==> src/rtl/rde_pkg.sv <==
// Shared constants for the reversible deque engine: store depth, derived widths,
// operation codes and the controller state type. Depends on nothing.
package rde_pkg;

    localparam int DEPTH       = 32;
    localparam int PTR_W       = (DEPTH > 1) ? $clog2(DEPTH) : 1;
    localparam int CNT_W       = $clog2(DEPTH + 1);
    localparam int SUM_W       = CNT_W + 1;
    localparam int VALUE_W     = 32;
    localparam int OP_W        = 2;
    localparam int COUNT_OUT_W = 6;

    localparam logic [OP_W-1:0] OP_INS_HEAD = 2'd0;
    localparam logic [OP_W-1:0] OP_INS_TAIL = 2'd1;
    localparam logic [OP_W-1:0] OP_REM_HEAD = 2'd2;
    localparam logic [OP_W-1:0] OP_REVERSE  = 2'd3;

    typedef enum logic
    {
        ST_IDLE,
        ST_READ
    } rde_state_t;

endpackage

==> src/rtl/rde_if.sv <==
// Valid/ready channel interfaces for the request and result streams of the
// reversible deque engine. Depends on rde_pkg.
interface rde_req_if;
    import rde_pkg::*;

    logic                      valid;
    logic                      ready;
    logic [OP_W-1:0]           op;
    logic signed [VALUE_W-1:0] in_value;

    modport source (output valid, output op, output in_value, input ready);
    modport sink   (input valid, input op, input in_value, output ready);
endinterface

interface rde_rsp_if;
    import rde_pkg::*;

    logic                   valid;
    logic                   ready;
    logic                   ok;
    logic signed [VALUE_W-1:0] removed_value;
    logic [COUNT_OUT_W-1:0] element_count;

    modport source (output valid, output ok, output removed_value, output element_count,
                    input ready);
    modport sink   (input valid, input ok, input removed_value, input element_count,
                    output ready);
endinterface

==> src/rtl/reversible_deque_engine.sv <==
// Top level of the reversible deque engine: ring pointers, direction flag and
// result register around one slot RAM. Depends on rde_pkg, rde_if and rde_ram.
//
//  Channel  Modport      Payload                                 Transfer
//  req      rde_req_if   op, in_value                            valid && ready
//  rsp      rde_rsp_if   ok, removed_value, element_count        valid && ready
//
// Inserts, reverses and failed removals load the result register directly; a
// successful removal waits in ST_READ for the slot RAM's registered read data.
// A request is taken only when the result register is empty or being emptied.
// Reset empties the queue and clears the direction flag; the RAM needs no clearing.
// A stalled result holds its payload until the transfer completes.
module reversible_deque_engine (
    input  logic           clk,
    input  logic           rst_n,
    rde_req_if.sink        req,
    rde_rsp_if.source      rsp
);
    import rde_pkg::*;

    rde_state_t state_reg, state_next;

    logic [PTR_W-1:0]   front_reg, front_next;
    logic [CNT_W-1:0]   count_reg, count_next;
    logic               rev_reg, rev_next;

    logic               out_valid_reg, out_valid_next;
    logic               out_ok_reg, out_ok_next;
    logic [VALUE_W-1:0] out_value_reg, out_value_next;
    logic [COUNT_OUT_W-1:0] out_count_reg, out_count_next;

    logic               fire, load_read, out_free;
    logic               full, empty, at_front, start_read;
    logic [PTR_W-1:0]   front_inc, front_dec, back_addr, tail_addr;
    logic [SUM_W-1:0]   sum, sum_m1;

    logic               ram_we, ram_re;
    logic [PTR_W-1:0]   ram_waddr, ram_raddr;
    logic [VALUE_W-1:0] ram_rdata;

    rde_ram #(
        .WIDTH (VALUE_W),
        .DEPTH (DEPTH)
    ) u_slot_ram (
        .clk   (clk),
        .we    (ram_we),
        .waddr (ram_waddr),
        .wdata (req.in_value),
        .re    (ram_re),
        .raddr (ram_raddr),
        .rdata (ram_rdata)
    );

    assign out_free = !out_valid_reg || rsp.ready;
    assign fire     = req.valid && req.ready;

    always_comb
    begin
        full      = (count_reg == CNT_W'(DEPTH));
        empty     = (count_reg == '0);
        at_front  = (req.op == OP_INS_HEAD) ^ rev_reg;
        front_inc = (front_reg == PTR_W'(DEPTH - 1)) ? '0 : front_reg + PTR_W'(1);
        front_dec = (front_reg == '0) ? PTR_W'(DEPTH - 1) : front_reg - PTR_W'(1);
        sum       = SUM_W'(front_reg) + SUM_W'(count_reg);
        sum_m1    = sum - SUM_W'(1);
        back_addr = (sum >= SUM_W'(DEPTH)) ? PTR_W'(sum - SUM_W'(DEPTH)) : PTR_W'(sum);
        tail_addr = (sum_m1 >= SUM_W'(DEPTH)) ? PTR_W'(sum_m1 - SUM_W'(DEPTH))
                                              : PTR_W'(sum_m1);
    end

    always_comb
    begin
        front_next  = front_reg;
        count_next  = count_reg;
        rev_next    = rev_reg;
        ram_we      = 1'b0;
        ram_waddr   = back_addr;
        ram_re      = 1'b0;
        ram_raddr   = front_reg;
        start_read  = 1'b0;
        out_ok_next = 1'b0;
        if (fire)
        begin
            case (req.op)
                OP_INS_HEAD, OP_INS_TAIL:
                begin
                    if (!full)
                    begin
                        ram_we      = 1'b1;
                        ram_waddr   = at_front ? front_dec : back_addr;
                        front_next  = at_front ? front_dec : front_reg;
                        count_next  = count_reg + CNT_W'(1);
                        out_ok_next = 1'b1;
                    end
                end
                OP_REM_HEAD:
                begin
                    if (!empty)
                    begin
                        ram_re     = 1'b1;
                        ram_raddr  = rev_reg ? tail_addr : front_reg;
                        front_next = rev_reg ? front_reg : front_inc;
                        count_next = count_reg - CNT_W'(1);
                        start_read = 1'b1;
                    end
                end
                default:
                begin
                    rev_next    = !rev_reg;
                    out_ok_next = 1'b1;
                end
            endcase
        end
    end

    always_comb
    begin
        state_next = state_reg;
        case (state_reg)
            ST_IDLE:
            begin
                if (start_read)
                begin
                    state_next = ST_READ;
                end
            end
            ST_READ:
            begin
                state_next = ST_IDLE;
            end
            default:
            begin
                state_next = ST_IDLE;
            end
        endcase
    end

    always_comb
    begin
        req.ready = 1'b0;
        load_read = 1'b0;
        case (state_reg)
            ST_IDLE:
            begin
                req.ready = out_free;
            end
            ST_READ:
            begin
                load_read = 1'b1;
            end
            default:
            begin
                req.ready = 1'b0;
            end
        endcase
    end

    always_comb
    begin
        out_valid_next = out_valid_reg && !rsp.ready;
        out_value_next = out_value_reg;
        out_count_next = out_count_reg;
        if (load_read)
        begin
            out_valid_next = 1'b1;
            out_value_next = ram_rdata;
            out_count_next = COUNT_OUT_W'(count_reg);
        end
        else if (fire && !start_read)
        begin
            out_valid_next = 1'b1;
            out_value_next = '0;
            out_count_next = COUNT_OUT_W'(count_next);
        end
    end

    always_ff @(posedge clk or negedge rst_n)
    begin
        if (!rst_n)
        begin
            state_reg     <= ST_IDLE;
            front_reg     <= '0;
            count_reg     <= '0;
            rev_reg       <= 1'b0;
            out_valid_reg <= 1'b0;
        end
        else
        begin
            state_reg     <= state_next;
            front_reg     <= front_next;
            count_reg     <= count_next;
            rev_reg       <= rev_next;
            out_valid_reg <= out_valid_next;
        end
    end

    always_ff @(posedge clk)
    begin
        if (load_read)
        begin
            out_ok_reg <= 1'b1;
        end
        else if (fire && !start_read)
        begin
            out_ok_reg <= out_ok_next;
        end
        out_value_reg <= out_value_next;
        out_count_reg <= out_count_next;
    end

    assign rsp.valid         = out_valid_reg;
    assign rsp.ok            = out_ok_reg;
    assign rsp.removed_value = out_value_reg;
    assign rsp.element_count = out_count_reg;

endmodule

==> src/rtl/rde_ram.sv <==
// Generic single-write, single-read synchronous RAM with a registered read port.
// Depends on nothing.
module rde_ram #(
    parameter int WIDTH = 32,
    parameter int DEPTH = 32
) (
    input  logic                                    clk,
    input  logic                                    we,
    input  logic [((DEPTH > 1) ? $clog2(DEPTH) : 1)-1:0] waddr,
    input  logic [WIDTH-1:0]                        wdata,
    input  logic                                    re,
    input  logic [((DEPTH > 1) ? $clog2(DEPTH) : 1)-1:0] raddr,
    output logic [WIDTH-1:0]                        rdata
);

    logic [WIDTH-1:0] mem [DEPTH];

    always_ff @(posedge clk)
    begin
        if (we)
        begin
            mem[waddr] <= wdata;
        end
        if (re)
        begin
            rdata <= mem[raddr];
        end
    end

endmodule

==> src/flat_wrapper.sv <==
// flat-port wrapper written by rule: the top's interface ports become plain ports
module reversible_deque_engine_flat import rde_pkg::*;
  (clk, rst_n, req_valid, req_op, req_in_value, req_ready, rsp_valid, rsp_ok, rsp_removed_value, rsp_element_count, rsp_ready);
  rde_req_if req_i ();
  rde_rsp_if rsp_i ();
  input  logic clk;
  input  logic rst_n;
  input wire logic [$bits(req_i.valid)-1:0] req_valid;
  input wire logic [$bits(req_i.op)-1:0] req_op;
  input wire logic [$bits(req_i.in_value)-1:0] req_in_value;
  output wire logic [$bits(req_i.ready)-1:0] req_ready;
  output wire logic [$bits(rsp_i.valid)-1:0] rsp_valid;
  output wire logic [$bits(rsp_i.ok)-1:0] rsp_ok;
  output wire logic [$bits(rsp_i.removed_value)-1:0] rsp_removed_value;
  output wire logic [$bits(rsp_i.element_count)-1:0] rsp_element_count;
  input wire logic [$bits(rsp_i.ready)-1:0] rsp_ready;
  assign req_i.valid = req_valid;
  assign req_i.op = req_op;
  assign req_i.in_value = req_in_value;
  assign req_ready = req_i.ready;
  assign rsp_valid = rsp_i.valid;
  assign rsp_ok = rsp_i.ok;
  assign rsp_removed_value = rsp_i.removed_value;
  assign rsp_element_count = rsp_i.element_count;
  assign rsp_i.ready = rsp_ready;
  reversible_deque_engine u_core (.clk(clk), .rst_n(rst_n), .req(req_i), .rsp(rsp_i));
endmodule
==> config.mk <==
export PLATFORM = sky130hd
export DESIGN_NAME = reversible_deque_engine_flat
export DESIGN_NICKNAME = d
export VERILOG_FILES = /design/src/rtl/rde_pkg.sv /design/src/rtl/rde_if.sv /design/src/rtl/reversible_deque_engine.sv /design/src/rtl/rde_ram.sv /design/src/flat_wrapper.sv
export SDC_FILE = /design/constraint.sdc
export NUM_CORES = 1
export LEC_CHECK = 0
export BUFFER_PORTS_ARGS = -buffer_cell sky130_fd_sc_hd__buf_4
export CAP_MARGIN = 20
export CORE_AREA = 5 5 302 304
export CTS_BUF_LIST = sky130_fd_sc_hd__clkbuf_4 sky130_fd_sc_hd__clkbuf_8
export CTS_CLUSTER_DIAMETER = 200
export CTS_CLUSTER_SIZE = 25
export DETAILED_ROUTE_END_ITERATION = 12
export DIE_AREA = 0 0 307 309
export PLACE_DENSITY_LB_ADDON = 0.08
export SETUP_SLACK_MARGIN = 0.5
export SYNTH_ARGS = -nofsm -noshare
export SYNTH_HDL_FRONTEND = slang
export SYNTH_SLANG_ARGS = --single-unit
==> constraint.sdc <==
create_clock -name clk -period 7 [get_ports clk]
set_input_delay 1.05 -clock clk [delete_from_list [all_inputs] [get_ports clk]]
set_output_delay 1.05 -clock clk [all_outputs]
set_load 0.05 [all_outputs]
==> results of run 1 <==
==> kinds of logic (layout without fill, tap and decap cells) <==
family	Yosys count	count (layout)
other	0	1
muxes	139	139
DFF	1109	1109
adders and majority gates	12	12
and+or+nand+nor	1322	1322
xor gates and xnor gates	13	13
AOI/OAI and AO/OA	199	199
buffers and inverters	196	229
==> where the power goes <==
part	internal [µW]	total (µW)	switching, µW
logic	1890	6390	4500
registers	7820	8010	188
clock network	717	2580	1860
total	10400	17000	6550
==> worst max-delay path, delay by kind of cell, from the launching register on <==
family,cells,cell delay (ps)
mux,1,380
flops,1,500
simple gates,5,1990
compound gates,1,510
fa+ha+maj,1,210
buf+inv,2,670
==> cell type report <==
| cell class | count | area [µm²] | share of cell area, % |
|---|---|---|---|
| well taps | 1165 | 1460 | 3.12 |
| inverters | 10 | 37.5 | 0.0804 |
| clock buffers | 59 | 756 | 1.62 |
| multi-input cells | 1685 | 9840 | 21.1 |
| clock inverters | 4 | 40.0 | 0.0858 |
| diodes | 1 | 2.50 | 0.00536 |
| flip-flops and latches | 1109 | 33200 | 71.2 |
| repair buffers | 156 | 1320 | 2.82 |
==> layout by cell type, fill, tap and decap left out, types with 5 or more instances in the layout <==
master and instances:
ha_1 11, inv_1 10, nor2_1 17, o22ai_1 6
nand4b_1 128, a21oi_1 10, o21ai_0 10, nand2_1 785
a211oi_1 5, clkbuf_4 9, and2_1 35, xor2_1 5
nand4_1 34, buf_4 145, mux2i_1 133, nand3_1 264
a32oi_1 128, edfxtp_1 1094, nor3_2 32, clkbuf_8 50
buf_12 10, o31ai_1 11, dfrtp_1 13, nor3_1 5
==> layer usage <==
metal | up-vias | routed length [µm] | track usage (%)
li1 | 11300 | - | -
met1 | 13200 | 50400 | 34.8
met2 | 921 | 56800 | 40.2
met3 | 112 | 7110 | 2.81
met4 | 0 | 1730 | 3.74
met5 | - | 0 | 0
==> path summary, 6_finish.rpt <==
| kind | start | cells past startpoint | end | slack (ps) |
|---|---|---|---|---|
| worst max-delay path | u_core.count_reg[1] | 10 | u_core.u_slot_ram.mem[18][7] | 2300 |
| worst min-delay path | rst_n | 1 | u_core.count_reg[4] | 110 |
| worst max register to register | u_core.count_reg[1] | 10 | u_core.u_slot_ram.mem[18][7] | 2300 |
| worst min register to register | u_core.u_slot_ram.rdata[23] | 1 | u_core.rsp.removed_value[23] | 550 |
| max in group asynchronous | rst_n | 1 | u_core.rev_reg | 6690 |
| min in group clk | req_valid | 3 | u_core.rsp.valid | 480 |
==> metrics by stage <==
stage	instances	total power [µW]	utilization, %	cell area, µm²	worst slack (ps)
floorplan	2990	12200	-	43700	1570
global route	4189	17800	53.1	46700	2110
finish	4189	17000	53.1	46700	2300
detailed placement	4125	14500	52.1	45900	2220
global placement	4124	14400	52.1	45800	2290
CTS	4188	17100	53.1	46700	2390
==> flow_summary_export.csv, run 1 <==
group,metric,value,unit
status,status,"completed",
global_route,grt.total_usage,23.9,%
sta,finalClockSkew,52.2,ps
logic_synthesis,ys_seq_area_share,76.0,%
setup_path,cp_slowest_cell,"nor3_2",
placement,port_buffers,78,
sta,grt_setup_unrepaired,"false",
setup_path,path_cells,"inv_1 > ha_1 > nor4b_1 > a21oi_1 > nand2_1 > nor2_2 > mux2i_1 > nand4_1 > nor3_2 > buf_4",
layout,regMostFlops,"u_core.u_slot_ram.mem",
logic_synthesis,yosys.area.top_type,"edfxtp_1",
sta,setup_tns,0,ps
logic_synthesis,synth_common_cells,"edfxtp_1, nand2_1, nand3_1",
logic_synthesis,synth_area,0.0437,mm²
logic_synthesis,synth_mux_area_share,3.19,%
logic_synthesis,yosysWarnings,0,
cts,clk_pin_slew,170,ps
sta,whs,109,ps
cts,cts.sinks,1109,
sta,period_needed,4700,ps
hold_path,hold_class,"input port to async pin",
logic_synthesis,synth_compound_area_share,3.71,%
logic_synthesis,synthAdderAreaFrac,0.361,%
floorplanning,start_util,49.7,%
logic_synthesis,synthArstFlopShare,1.26,%
power,power_leakage,0.0150,µW
routing,vias,25500,
cts,insertion_delay,760,ps
logic_synthesis,synthSimpleGateAreaFrac,14.2,%
logic_synthesis,synth_edf_count,1094,
global_route,grt_max_degree,150,
setup_path,criticalPathCategory,"register to register",
layout,fillers,7212,
logic_synthesis,syn_avg_cell_area,14.6,µm²
placement,gp_congestion,0.851,
floorplanning,fp.dieW,307,µm
setup_path,crit_path_max_incr_delay,670,ps
placement,dp.final_hpwl,63.4,mm
setup_path,startpoint_type,"register",
layout,largest_reg_flops,1024,
cts,cts_root_buf,"clkbuf_8",
floorplanning,die_area,0.0949,mm²
cts,htree_levels,2,
logic_synthesis,yosys-top-cells-area,"edfxtp_1, nand2_1, mux2i_1",
logic_synthesis,synthFlopType,"edfxtp_1",
setup_path,worstPathArrival,5070,ps
global_route,grt_pass1_vias,24600,
cts,cts_setup_buffers,0,
logic_synthesis,yosysUniqueCellTypes,55,
sta,maxSlewHeadroom,26.5,%
logic_synthesis,yosys.area_share.xor_xnor,0.327,%
routing,wl_per_cell,27.7,µm
global_route,antenna_found_initial,4,
floorplanning,io_pins,79,
sta,hold_violations,0,
logic_synthesis,synth_top_family_by_area,"simple AND/OR/NAND/NOR gates",
logic_synthesis,synth_top_area_share,75.2,%
global_route,grt_pass1_wl,169,mm
power,ir_drop,0.320,mV
floorplanning,die_y,309,µm
power,powerDensity,364,mW/mm²
cts,tritoncts,"done",
routing,wl,116,mm
global_route,grt.overflow.total,0,
cts,cts.repair.resized,0,
sta,worst_slew_pin_slew,1100,ps
logic_synthesis,synth_cells,2990,
floorplanning,placement_rows,109,
logic_synthesis,synth.ff_latch_count,1109,
routing,drt_iter0_markers,2736,
setup_path,crit_fanout,26,
floorplanning,core,0.0880,mm²
logic_synthesis,synth_nets,3040,
setup_path,end_kind,"register",
logic_synthesis,yosysMostFrequentCell,"edfxtp_1",
cts,holdBufCountCts,0,
cts,cts_buffer_depth,3,
layout,final_layout_size_suffix_gt1_share,9.00,%
cts,cts_buffers,50,
sta,fin_crit_sh,67.1,%
sta,final-max-slew-violation-count,0,
routing,antenna_left,0,
routing,drc,0,
sta,finalSetupViolCount,0,
run,cap_violations,0,
layout,area_delta_synth_final,6.84,%
setup_path,required,7380,ps
routing,drtPass1Iterations,6,
sta,fmax,0.213,GHz
layout,nNetsFinal,3062,
routing,vias_per_cell,6.09,
Note: power is estimated with default switching activity, not from simulation.
==> run 2: changes to the inputs <==
--- a/config.mk
+++ b/config.mk
@@ -5,14 +5,15 @@
 export SDC_FILE = /design/constraint.sdc
 export NUM_CORES = 1
 export LEC_CHECK = 0
+export ABC_AREA = 1
 export BUFFER_PORTS_ARGS = -buffer_cell sky130_fd_sc_hd__buf_4
 export CAP_MARGIN = 20
-export CORE_AREA = 5 5 302 304
+export CORE_AREA = 5 5 320 322
 export CTS_BUF_LIST = sky130_fd_sc_hd__clkbuf_4 sky130_fd_sc_hd__clkbuf_8
 export CTS_CLUSTER_DIAMETER = 200
 export CTS_CLUSTER_SIZE = 25
 export DETAILED_ROUTE_END_ITERATION = 12
-export DIE_AREA = 0 0 307 309
+export DIE_AREA = 0 0 325 327
 export PLACE_DENSITY_LB_ADDON = 0.08
 export SETUP_SLACK_MARGIN = 0.5
 export SYNTH_ARGS = -nofsm -noshare
==> constraint.sdc (replaced) <==
create_clock -name clk -period 4.2 [get_ports clk]
set_input_delay 0.63 -clock clk [delete_from_list [all_inputs] [get_ports clk]]
set_output_delay 0.63 -clock clk [all_outputs]
set_load 0.05 [all_outputs]
==> run 2 against run 1 <==
Compared with the run above: area after synthesis is 12% higher; sequential share of layout area is 9.0 points lower; non-clock buffer count is 74 higher; first-iteration DRC count is 36% higher; fmax is 32% higher; global-route usage is 1.9 points higher; core utilization is 0.75 points higher; sequential power is 65% higher; via count is 28% higher; worst setup slack worse by 1700 ps; critical path depth is 4 higher; critical endpoint is now u_core.u_slot_ram.rdata[28].
==> flow_summary_export.csv, run 2 <==
group,metric,value,unit
logic_synthesis,synthArstFlopShare,1.26,%
logic_synthesis,yosysMostFrequentCell,"nand3_1",
sta,fmax,0.282,GHz
layout,regMostFlops,"u_core.u_slot_ram.mem",
sta,final-max-slew-violation-count,0,
sta,finalClockSkew,54.7,ps
global_route,grt.overflow.total,0,
floorplanning,die_area,0.106,mm²
sta,fin_crit_sh,84.5,%
logic_synthesis,synth_top_area_share,67.0,%
cts,insertion_delay,790,ps
setup_path,crit_fanout,27,
placement,port_buffers,78,
logic_synthesis,synth_edf_count,1094,
layout,nNetsFinal,4870,
sta,grt_setup_unrepaired,"false",
cts,tritoncts,"done",
run,cap_violations,0,
power,power,31800,µW
cts,cts.sinks,1109,
global_route,grt_pass1_wl,204,mm
cts,cts_buffer_depth,3,
routing,vias_per_cell,5.34,
sta,period_needed,3550,ps
global_route,grt.total_usage,25.8,%
cts,htree_levels,2,
status,status,"completed",
logic_synthesis,synth_nets,4831,
floorplanning,die_y,327,µm
hold_path,hold_depth,4,
routing,wl_per_cell,22.8,µm
logic_synthesis,ys_seq_area_share,67.8,%
layout,final_layout_size_suffix_gt1_share,7.39,%
logic_synthesis,synth_common_cells,"nand3_1, inv_1, edfxtp_1",
routing,antenna_left,0,
layout,area_delta_synth_final,8.97,%
setup_path,required,4840,ps
logic_synthesis,yosysWarnings,0,
setup_path,ff2ff_setup_slack,650,ps
floorplanning,placement_rows,116,
power,power_leakage,0.0230,µW
logic_synthesis,synth_cells,4781,
cts,cts_buffers,50,
placement,gp_congestion,0.846,
layout,layout_common_cells,"nand3_1, inv_1, edfxtp_1, nand2_1, buf_4",
sta,setup_tns,0,ps
floorplanning,core,0.0993,mm²
power,ir_drop,0.563,mV
setup_path,startpoint_type,"register",
logic_synthesis,yosysUniqueCellTypes,37,
global_route,antenna_found_initial,4,
placement,dp.final_hpwl,80.3,mm
setup_path,criticalPathCategory,"register to register",
sta,whs,183,ps
sta,maxSlewHeadroom,40.5,%
setup_path,r2r_cells,14,
routing,drtPass1Iterations,8,
cts,cts_root_buf,"clkbuf_8",
placement,postPlaceCellArea,0.0523,mm²
power,powerDensity,596,mW/mm²
routing,vias,32700,
routing,drc,0,
logic_synthesis,syn_avg_cell_area,10.3,µm²
setup_path,worstPathArrival,4190,ps
setup_path,end_kind,"register",
sta,worst_slew_pin_slew,892,ps
cts,clk_pin_slew,170,ps
layout,fillers,8744,
logic_synthesis,yosys.area.top_type,"edfxtp_1",
routing,drt_iter0_markers,3710,
floorplanning,start_util,49.4,%
layout,largest_reg_flops,1024,
routing,wl,140,mm
hold_path,hold_class,"input port to register",
logic_synthesis,yosys-top-cells-area,"edfxtp_1, nand3_1, inv_1",
sta,hold_violations,0,
sta,finalSetupViolCount,0,
global_route,grt_max_degree,129,
floorplanning,io_pins,79,
global_route,grt_pass1_vias,30100,
logic_synthesis,synth.ff_latch_count,1109,
floorplanning,fp.dieW,325,µm
layout,layout_commonest_cell,"nand3_1",
logic_synthesis,synthFlopType,"edfxtp_1",
logic_synthesis,synth_area,0.0490,mm²
layout,finalInstanceArea,0.0534,mm²
run 2: critical path, cell delays in order (launching register included):
cell and delay [ps]:
dfrtp_1 450, ha_1 250, fa_1 560, inv_1 100, ha_1 350, inv_1 80
o21ai_4 220, buf_12 250, buf_12 230, nand3_1 130, nand3_1 110, nand3_1 210
nand2_1 170, nand2_1 70, nand2_1 190
run 2: layer usage:
metal / share of wire (%) / routed length (µm) / up-vias / track usage, %
met3: 8.4 / 11700 / 142 / 5.31
met4: 1.9 / 2640 / 4 / 5.48
li1: - / - / 15400 / -
met5: 0.019 / 26 / - / 0
met2: 45 / 63400 / 1148 / 40.5
met1: 44 / 62100 / 16000 / 37.6
run 2: path summary, 6_finish.rpt:
path,from,endpoint
min in group asynchronous,rst_n,u_core.state_reg
max in group asynchronous,rst_n,u_core.count_reg[2]
min reg2reg,u_core.rsp.ok,u_core.rsp.ok
max reg2reg,u_core.count_reg[0],u_core.u_slot_ram.rdata[28]
min,rsp_ready,u_core.rsp.valid
max,u_core.count_reg[0],u_core.u_slot_ram.rdata[28]
run 2: final cells by class:
| type | instances | area [µm²] | area share, % |
|---|---|---|---|
| inverters | 1106 | 4160 | 7.79 |
| well taps | 1298 | 1620 | 3.04 |
| diodes | 2 | 5.00 | 0.00937 |
| clock buffers | 60 | 769 | 1.44 |
| repair buffers | 230 | 2740 | 5.13 |
| flip-flops and latches | 1109 | 33200 | 62.2 |
| multi-input cells | 2323 | 10900 | 20.4 |
| clock inverters | 2 | 23.8 | 0.0445 |
run 2: logic make-up (layout without fill, tap and decap cells):
logic type	after synthesis	after routing	share of synthesized area, %
flip-flops	1109	1109	67.8
XOR/XNOR	14	14	0.250
adder cells (fa/ha/maj)	12	12	0.322
AO/OA/AOI/OAI	39	39	0.477
buffers and inverters	1350	1398	10.8
other	0	2	0
AND/OR/NAND/NOR	2257	2258	20.4
run 2: stage by stage:
step	cells	setup slack (ps)	util, %
after global routing	6129	507	53.8
after CTS	6115	264	53.5
after global placement	6045	259	52.6
after floorplan	4781	340	-
after detailed placement	6050	322	52.7
final	6130	652	53.8
run 2: timing repair:
| action | in CTS | in global routing |
|---|---|---|
| setup buffers | 2 | 8 |
| endpoints found under the hold margin | 14 | 0 |
| resized for setup | 0 | 8 |
| hold buffers | 1 | 0 |
| gates cloned | 0 | 2 |
| pin swaps | 0 | 8 |
| endpoints found under the setup margin | 112 | 615 |
run 2: where the power goes:
part           switching [µW]  internal, µW  total (µW)
logic                   10100          4160       14200
clock network            3230          1210        4440
registers                 217         12900       13200
total                   13500         18300       31800
